<file path="src/rtl/lmlt_pkg.sv">
// lmlt_pkg: shared types and constants for the lcd mode and line timing unit
// no dependencies; imported by lmlt_step and lcd_mode_line_timing_unit
package lmlt_pkg;

    typedef enum logic [1:0] {
        MODE_HBLANK = 2'd0,
        MODE_VBLANK = 2'd1,
        MODE_OAM    = 2'd2,
        MODE_DRAW   = 2'd3
    } t_mode;

    // configuration register indexes
    localparam logic [3:0] CFG_OAM_SCAN = 4'd0;
    localparam logic [3:0] CFG_DRAW     = 4'd1;
    localparam logic [3:0] CFG_HBLANK   = 4'd2;
    localparam logic [3:0] CFG_LINE     = 4'd3;

    localparam int CFG_IDX_W  = 4;
    localparam int CFG_DATA_W = 10;
    localparam int ACCUM_W    = 11;
    localparam logic [ACCUM_W-1:0] ACCUM_MAX = '1;

    // irq enable bits
    localparam int EN_HBLANK = 0;
    localparam int EN_VBLANK = 1;
    localparam int EN_OAM    = 2;
    localparam int EN_COINC  = 3;

    typedef struct packed {
        logic vblank_irq;
        logic stat_irq;
        logic oam_scan_trigger;
        logic line_render_trigger;
    } t_pulses;

    typedef struct packed {
        t_mode      mode;
        logic [7:0] line;
        logic       coincidence;
        t_pulses    pulses;
    } t_result;

endpackage

</file>
<file path="src/rtl/lmlt_step.sv">
// lmlt_step: next-state logic for one request of the lcd mode and line timing unit
// depends on lmlt_pkg; purely combinational, state registers live in the top level
module lmlt_step #(
    parameter int VISIBLE_LINES = 144,
    parameter int LAST_LINE     = 153
) (
    input  lmlt_pkg::t_mode                    i_mode,
    input  logic [7:0]                         i_line,
    input  logic [lmlt_pkg::ACCUM_W-1:0]       i_accum,
    input  logic                               i_coinc,
    input  logic [lmlt_pkg::CFG_DATA_W-1:0]    i_oam_scan_cycles,
    input  logic [lmlt_pkg::CFG_DATA_W-1:0]    i_draw_cycles,
    input  logic [lmlt_pkg::CFG_DATA_W-1:0]    i_hblank_cycles,
    input  logic [lmlt_pkg::CFG_DATA_W-1:0]    i_line_cycles,
    input  logic [7:0]                         i_elapsed_clocks,
    input  logic                               i_lcd_on,
    input  logic [7:0]                         i_compare_line,
    input  logic [3:0]                         i_irq_enables,
    output lmlt_pkg::t_mode                    o_mode,
    output logic [7:0]                         o_line,
    output logic [lmlt_pkg::ACCUM_W-1:0]       o_accum,
    output logic                               o_coinc,
    output lmlt_pkg::t_pulses                  o_pulses
);
    import lmlt_pkg::*;

    localparam logic [7:0] VIS_LINE  = 8'(VISIBLE_LINES);
    localparam logic [7:0] LAST_L    = 8'(LAST_LINE);

    logic [ACCUM_W:0]          sum;
    logic [ACCUM_W-1:0]        sat;
    logic [CFG_DATA_W-1:0]     phase_len;
    logic                      phase_done;
    logic                      line_chg;
    logic                      mode_irq;
    t_pulses                   pulses;

    assign sum = {1'b0, i_accum} + {{(ACCUM_W + 1 - 8){1'b0}}, i_elapsed_clocks};
    assign sat = sum[ACCUM_W] ? ACCUM_MAX : sum[ACCUM_W-1:0];

    always_comb begin
        case (i_mode)
            MODE_OAM:    phase_len = i_oam_scan_cycles;
            MODE_DRAW:   phase_len = i_draw_cycles;
            MODE_HBLANK: phase_len = i_hblank_cycles;
            default:     phase_len = i_line_cycles;
        endcase
    end

    assign phase_done = sat >= {{(ACCUM_W - CFG_DATA_W){1'b0}}, phase_len};

    always_comb begin
        o_mode   = i_mode;
        o_line   = i_line;
        o_accum  = sat;
        o_coinc  = i_coinc;
        pulses   = '0;
        line_chg = 1'b0;
        if (!i_lcd_on) begin
            o_mode  = MODE_HBLANK;
            o_line  = '0;
            o_accum = '0;
        end else if (phase_done) begin
            o_accum = sat - {{(ACCUM_W - CFG_DATA_W){1'b0}}, phase_len};
            case (i_mode)
                MODE_OAM: begin
                    o_mode = MODE_DRAW;
                    pulses.oam_scan_trigger = 1'b1;
                end
                MODE_DRAW: begin
                    o_mode = MODE_HBLANK;
                    pulses.line_render_trigger = 1'b1;
                end
                MODE_HBLANK: begin
                    o_line   = i_line + 8'd1;
                    line_chg = 1'b1;
                    if (o_line == VIS_LINE) begin
                        o_mode = MODE_VBLANK;
                        pulses.vblank_irq = 1'b1;
                    end else begin
                        o_mode = MODE_OAM;
                    end
                end
                default: begin
                    line_chg = 1'b1;
                    if (i_line < LAST_L) begin
                        o_line = i_line + 8'd1;
                    end else begin
                        o_line = '0;
                        o_mode = MODE_OAM;
                    end
                end
            endcase
        end
        if (line_chg) begin
            o_coinc = (o_line == i_compare_line);
        end
    end

    // mode interrupt only on an actual change of mode
    always_comb begin
        mode_irq = 1'b0;
        if (o_mode != i_mode) begin
            case (o_mode)
                MODE_HBLANK: mode_irq = i_irq_enables[EN_HBLANK];
                MODE_VBLANK: mode_irq = i_irq_enables[EN_VBLANK];
                MODE_OAM:    mode_irq = i_irq_enables[EN_OAM];
                default:     mode_irq = 1'b0;
            endcase
        end
    end

    always_comb begin
        o_pulses          = pulses;
        o_pulses.stat_irq = mode_irq
                          || (line_chg && o_coinc && i_irq_enables[EN_COINC]);
    end

endmodule

</file>
<file path="src/rtl/lcd_mode_line_timing_unit.sv">
// lcd mode and scanline timing unit, top level
// a request's result is registered: it goes into the result register, or into the skid register while a result is held
// throughput: one request per cycle; a two-entry output stage (result plus skid register)
// lets requests keep coming while one result waits, o_stall rises only when both are full
// reset: synchronous active-low; mode hblank, line 0, count 0, coincidence 0,
// phase lengths 80/172/204/456, output stage empty
module lcd_mode_line_timing_unit #(
    parameter int VISIBLE_LINES = 144,
    parameter int LAST_LINE     = 153
) (
    input  logic                                i_clk,
    input  logic                                i_rst_n,
    input  logic                                i_cfg_we,
    input  logic [lmlt_pkg::CFG_IDX_W-1:0]      i_cfg_index,
    input  logic [lmlt_pkg::CFG_DATA_W-1:0]     i_cfg_data,
    input  logic                                i_valid,
    output logic                                o_stall,
    input  logic [7:0]                          i_elapsed_clocks,
    input  logic                                i_lcd_on,
    input  logic [7:0]                          i_compare_line,
    input  logic [3:0]                          i_irq_enables,
    output logic                                o_valid,
    input  logic                                i_stall,
    output logic [1:0]                          o_lcd_mode,
    output logic [7:0]                          o_line_number,
    output logic                                o_coincidence,
    output logic                                o_vblank_irq,
    output logic                                o_stat_irq,
    output logic                                o_oam_scan_trigger,
    output logic                                o_line_render_trigger
);
    import lmlt_pkg::*;

    logic [CFG_DATA_W-1:0] r_oam_scan_cycles, r_draw_cycles, r_hblank_cycles, r_line_cycles;

    t_mode               r_mode, n_mode;
    logic [7:0]          r_line, n_line;
    logic [ACCUM_W-1:0]  r_accum, n_accum;
    logic                r_coinc, n_coinc;
    t_pulses             step_pulses;

    t_result             r_out, n_out, r_skid, n_skid, new_res;
    logic                r_out_valid, n_out_valid, r_skid_valid, n_skid_valid;
    logic                in_acc, out_take;

    assign in_acc   = i_valid && !r_skid_valid;
    assign out_take = r_out_valid && !i_stall;

    // configuration registers
    always_ff @(posedge i_clk) begin
        if (!i_rst_n) begin
            r_oam_scan_cycles <= CFG_DATA_W'(80);
            r_draw_cycles     <= CFG_DATA_W'(172);
            r_hblank_cycles   <= CFG_DATA_W'(204);
            r_line_cycles     <= CFG_DATA_W'(456);
        end else if (i_cfg_we) begin
            case (i_cfg_index)
                CFG_OAM_SCAN: r_oam_scan_cycles <= i_cfg_data;
                CFG_DRAW:     r_draw_cycles     <= i_cfg_data;
                CFG_HBLANK:   r_hblank_cycles   <= i_cfg_data;
                CFG_LINE:     r_line_cycles     <= i_cfg_data;
                default:      ;
            endcase
        end
    end

    lmlt_step #(
        .VISIBLE_LINES (VISIBLE_LINES),
        .LAST_LINE     (LAST_LINE)
    ) u_step (
        .i_mode            (r_mode),
        .i_line            (r_line),
        .i_accum           (r_accum),
        .i_coinc           (r_coinc),
        .i_oam_scan_cycles (r_oam_scan_cycles),
        .i_draw_cycles     (r_draw_cycles),
        .i_hblank_cycles   (r_hblank_cycles),
        .i_line_cycles     (r_line_cycles),
        .i_elapsed_clocks  (i_elapsed_clocks),
        .i_lcd_on          (i_lcd_on),
        .i_compare_line    (i_compare_line),
        .i_irq_enables     (i_irq_enables),
        .o_mode            (n_mode),
        .o_line            (n_line),
        .o_accum           (n_accum),
        .o_coinc           (n_coinc),
        .o_pulses          (step_pulses)
    );

    always_comb begin
        new_res.mode        = n_mode;
        new_res.line        = n_line;
        new_res.coincidence = n_coinc;
        new_res.pulses      = step_pulses;
    end

    // timing state advances on every accepted request
    always_ff @(posedge i_clk) begin
        if (!i_rst_n) begin
            r_mode  <= MODE_HBLANK;
            r_line  <= '0;
            r_accum <= '0;
            r_coinc <= 1'b0;
        end else if (in_acc) begin
            r_mode  <= n_mode;
            r_line  <= n_line;
            r_accum <= n_accum;
            r_coinc <= n_coinc;
        end
    end

    // output stage: result register backed by one skid register
    always_comb begin
        n_out        = r_out;
        n_skid       = r_skid;
        n_out_valid  = r_out_valid;
        n_skid_valid = r_skid_valid;
        if (!r_out_valid || out_take) begin
            if (r_skid_valid) begin
                n_out        = r_skid;
                n_out_valid  = 1'b1;
                n_skid_valid = 1'b0;
            end else if (in_acc) begin
                n_out       = new_res;
                n_out_valid = 1'b1;
            end else begin
                n_out_valid = 1'b0;
            end
        end else if (in_acc) begin
            n_skid       = new_res;
            n_skid_valid = 1'b1;
        end
    end

    always_ff @(posedge i_clk) begin
        if (!i_rst_n) begin
            r_out_valid  <= 1'b0;
            r_skid_valid <= 1'b0;
        end else begin
            r_out_valid  <= n_out_valid;
            r_skid_valid <= n_skid_valid;
        end
    end

    always_ff @(posedge i_clk) begin
        r_out  <= n_out;
        r_skid <= n_skid;
    end

    assign o_stall               = r_skid_valid;
    assign o_valid               = r_out_valid;
    assign o_lcd_mode            = r_out.mode;
    assign o_line_number         = r_out.line;
    assign o_coincidence         = r_out.coincidence;
    assign o_vblank_irq          = r_out.pulses.vblank_irq;
    assign o_stat_irq            = r_out.pulses.stat_irq;
    assign o_oam_scan_trigger    = r_out.pulses.oam_scan_trigger;
    assign o_line_render_trigger = r_out.pulses.line_render_trigger;

    // skid register only fills behind a held result
    a_skid_behind_out: assert property (@(posedge i_clk) disable iff (!i_rst_n)
        r_skid_valid |-> r_out_valid)
        else $error("skid register valid without a held result");

    a_oam_trig_mode: assert property (@(posedge i_clk) disable iff (!i_rst_n)
        (o_valid && o_oam_scan_trigger) |-> (o_lcd_mode == MODE_DRAW))
        else $error("oam scan trigger outside drawing mode");

    a_render_trig_mode: assert property (@(posedge i_clk) disable iff (!i_rst_n)
        (o_valid && o_line_render_trigger) |-> (o_lcd_mode == MODE_HBLANK))
        else $error("line render trigger outside hblank");

    a_vblank_line: assert property (@(posedge i_clk) disable iff (!i_rst_n)
        (o_valid && o_vblank_irq) |->
            (o_lcd_mode == MODE_VBLANK && o_line_number == 8'(VISIBLE_LINES)))
        else $error("vblank pulse away from the first vblank line");

    // a held result stays put while stalled
    a_out_hold: assert property (@(posedge i_clk) disable iff (!i_rst_n)
        (o_valid && i_stall) |=> (o_valid && $stable(r_out)))
        else $error("held result changed under stall");

endmodule
</file>
<file path="config.mk">
export PLATFORM = sky130hd
export DESIGN_NAME = lcd_mode_line_timing_unit
export DESIGN_NICKNAME = d
export VERILOG_FILES = /design/src/rtl/lmlt_pkg.sv /design/src/rtl/lmlt_step.sv /design/src/rtl/lcd_mode_line_timing_unit.sv
export SDC_FILE = /design/constraint.sdc
export NUM_CORES = 1
export LEC_CHECK = 0
export BUFFER_PORTS_ARGS = -buffer_cell sky130_fd_sc_hd__buf_4
export CAP_MARGIN = 20
export CORE_AREA = 3 3 99 101
export CTS_BUF_LIST = sky130_fd_sc_hd__clkbuf_8
export DETAILED_ROUTE_END_ITERATION = 16
export DIE_AREA = 0 0 102 104
export PLACE_DENSITY = 0.85
export SLEW_MARGIN = 20
export SYNTH_ARGS = -nofsm -noshare
export SYNTH_HDL_FRONTEND = slang
export SYNTH_HIERARCHICAL = 1
export SYNTH_SLANG_ARGS = --single-unit
</file>
<file path="constraint.sdc">
create_clock -name i_clk -period 13.4 [get_ports i_clk]
set_clock_uncertainty 0.1 [all_clocks]
set_input_delay 4.02 -clock i_clk [delete_from_list [all_inputs] [get_ports i_clk]]
set_output_delay 4.02 -clock i_clk [all_outputs]
set_load 0.02 [all_outputs]
</file>
==> results.json <==
{
  "cts_buffer_depth": 2,
  "slowest_stage": "a2111oi_0",
  "maxSlewViolCount": 0,
  "grt_pass1_vias": 4746,
  "crit_fanout": 14,
  "drt-initial-drc-count": 573,
  "fp.dieArea_um2": 10600,
  "routed_wl_um": 13500,
  "critical_path_class": "primary input to flop",
  "start_util_pct": 63.3,
  "period_share_pct": 65.8,
  "setup_ws_ps": 4590,
  "place_area_um2": 6170,
  "numCtsBuffers": 9,
  "drtAntennaViolNets": 0,
  "p_clk_share_pct": 16.5,
  "r2r-start": "r_accum[0]",
  "die_h_um": 104,
  "final-hold-violation-count": 0,
  "cts_setup_buffers": 0,
  "pin_count": 57,
  "gp_congestion": 0.909,
  "hp-start": "r_line_cycles[9]",
  "first_pass_iters": 8,
  "die_width_um": 102,
  "drive_gt1_share_pct": 17.5,
  "power_leakage_uw": 0.00257,
  "num_antenna_cells": 0,
  "synth_edf_count": 30,
  "wl_per_cell_um": 17.2,
  "p_comb_share_pct": 55.9,
  "clock_latency_ps": 370,
  "clockRootBuffer": "clkbuf_8",
  "finalCriticalPeriod_ps": 8810,
  "post_synth.cell_area_avg_um2": 9.09,
  "cts_tree": "yes",
  "power.switching_uw": 566,
  "fillers": 742,
  "rows": 35,
  "cts_resized": 0,
  "syn_inst": 635,
  "swShare_pct": 45.2,
  "cts.hold.buffers_added": 0,
  "portBuffers": 56,
  "critPathRequiredTime_ps": 13420,
  "async_flop_share_pct": 0,
  "vias": 4888,
  "grt_max_degree": 79,
  "synth.distinct_cells": 71,
  "utilization_pct": 70.1,
  "fmax_mhz": 113,
  "grt_setup_unrepaired": "false",
  "synth_warnings": 6,
  "area_growth_pct": 10.7,
  "end_kind": "flop",
  "grt_first_pass_wirelength_um": 22700,
  "fin_total_pwr_uw": 1250,
  "fin_nets": 732,
  "cap_violations": 0,
  "core_area_um2": 9110,
  "finalSetupTns_ps": 0,
  "vias_per_cell": 6.23,
  "critPathLaunch": "i_elapsed_clocks[0]",
  "drc_errors": 0,
  "worstMarginPinSlew_ps": 1010,
  "slowest_delay_ps": 580,
  "ys_ff_latch": 94,
  "internal_power_uw": 685,
  "finalSetupViolCount": 0,
  "p_seq_share_pct": 27.6,
  "path_cells": "buf_4 > ha_1 > fa_1 > a211o_1 > a211o_1 > xnor2_1 > nand2_1 > ha_1 > a2111oi_0 > a21oi_1 > nor2_2 > nand2_1 > o211ai_1 > xnor2_1 > o2111ai_1 > o21ai_1 > mux2_2",
  "gr-total-overflow": 0,
  "place_ws_ps": 4330,
  "status": "finished clean",
  "syn_nets": 698,
  "slew_headroom_pct": 32.6,
  "ys.flop_type": "dfxtp_1",
  "synth_area_um2": 5770,
  "cts_sinks": 94,
  "hold_class": "flop to flop",
  "ys_seq_area_share_pct": 37.8,
  "antenna_found_initial": 0,
  "hpwlAfterDp_um": 9770,
  "peakVddDrop_mv": 0.0892,
  "startpoint_type": "primary input",
  "grt_usage_pct": 26.2,
  "clk_pin_slew_ps": 90,
  "powerDensity_nw_per_um2": 196,
  "arrival_ps": 8830,
  "fin_area_um2": 6390,
  "htreeDepth": 3
}
worst paths after layout:
path              slack (ps)  depth (start not counted)                to
setup / recovery        4590                         17     o_coincidence
hold / removal           370                          2  r_line_cycles[9]
setup reg to reg        8030                         16     o_coincidence
hold reg to reg          370                          2  r_line_cycles[9]
worst max-delay path, delay by kind of cell:
| kind | cells | cell delay (ps) |
|---|---|---|
| simple gates | 3 | 840 |
| buf+inv | 1 | 110 |
| fa+ha+maj | 3 | 1050 |
| mux | 1 | 270 |
| compound gates | 7 | 2240 |
| xor+xnor | 2 | 280 |
flip-flops by register name, summed over array words and instances, names as in the netlist, 2 cells and up:
signal and cells:
o_lcd_mode 2, r_skid 15, r_draw_cycles 10, o_line_number 8
r_accum 11, r_oam_scan_cycles 10, r_mode 2, r_hblank_cycles 10
r_line_cycles 10, r_line 8
cell type report:
cell class / instances / area [um^2] / share of cell area (%)
flip-flops and latches: 94 / 2180 / 34.2
clock inverters: 7 / 88.8 / 1.39
multi-input cells: 475 / 3290 / 51.5
clock buffers: 9 / 124 / 1.94
well taps: 111 / 139 / 2.17
inverters: 28 / 105 / 1.65
repair buffers: 61 / 458 / 7.17
per-layer routing:
metal  share of wire [%]  up-vias  global-route usage, %
met5                   0        -                      0
met4                 2.4        0                   9.28
met1                  44     2313                   36.0
met2                  48      202                   41.6
li1                    -     2337                      -
met3                 6.2       36                   4.49
placed cells by master (no fill, tap or decap), types with 8 or more instances in the layout:
cell type / instances
a21oi_1: 43
a21boi_0: 23
mux2i_1: 32
clkbuf_8: 9
nor2b_1: 13
xnor2_1: 11
dfxtp_1: 64
a31oi_1: 10
buf_4: 61
o21ai_0: 15
nor3_1: 8
nor2_1: 18
nand3_1: 16
nand2_1: 119
mux2_2: 16
inv_1: 28
nand2b_1: 16
ha_1: 21
o211ai_1: 9
mux4_2: 10
edfxtp_1: 30
cell families after synthesis:
| kind of cell | after synthesis | share of synthesized area (%) |
|---|---|---|
| simple gates | 234 | 19.9 |
| compound gates | 143 | 16.7 |
| flops | 94 | 37.8 |
| buf+inv | 66 | 5.18 |
| mux | 58 | 12.6 |
| fa+ha+maj | 23 | 5.25 |
| xor+xnor | 17 | 2.58 |
per-stage QoR:
| step | hold WS, ps | std cells |
|---|---|---|
| after floorplan | 332 | 635 |
| after global placement | 340 | 769 |
| after detailed placement | 352 | 769 |
| after CTS | 366 | 785 |
| after global routing | 382 | 785 |
| final | 367 | 785 |
power groups by stage:
| stage | combinational, uW | clock (uW) | sequential [uW] |
|---|---|---|---|
| final | 700 | 206 | 345 |
| after global routing | 775 | 220 | 349 |
| after CTS | 681 | 209 | 345 |
| after detailed placement | 677 | 0 | 352 |
| after global placement | 658 | 0 | 350 |
| after floorplan | 536 | 0 | 356 |
synthesized netlist by cell type (all sizes together) (5+ instances only):
cell type / number / area share [%]
ha: 21 / 4.6
inv: 28 / 1.8
a21o: 5 / 0.65
clkbuf: 19 / 1.2
xor2: 6 / 0.91
o211ai: 10 / 1.4
nor2: 21 / 1.6
mux2i: 32 / 5.6
dfxtp: 64 / 22
a21oi: 43 / 3.7
a31oi: 10 / 1.1
and2: 5 / 0.56
mux2: 16 / 3.1
nor3: 8 / 0.69
and3: 5 / 0.54
nand2: 119 / 7.7
nand3: 16 / 1.4
o21ai: 17 / 1.5
nor2b: 14 / 1.5
mux4: 10 / 3.9
nand2b: 16 / 1.7
a21boi: 23 / 3.0
xnor2: 11 / 1.7
edfxtp: 30 / 16
nor4: 5 / 0.54
buf: 19 / 2.1
No activity file was read; power rests on OpenSTA's default activity.
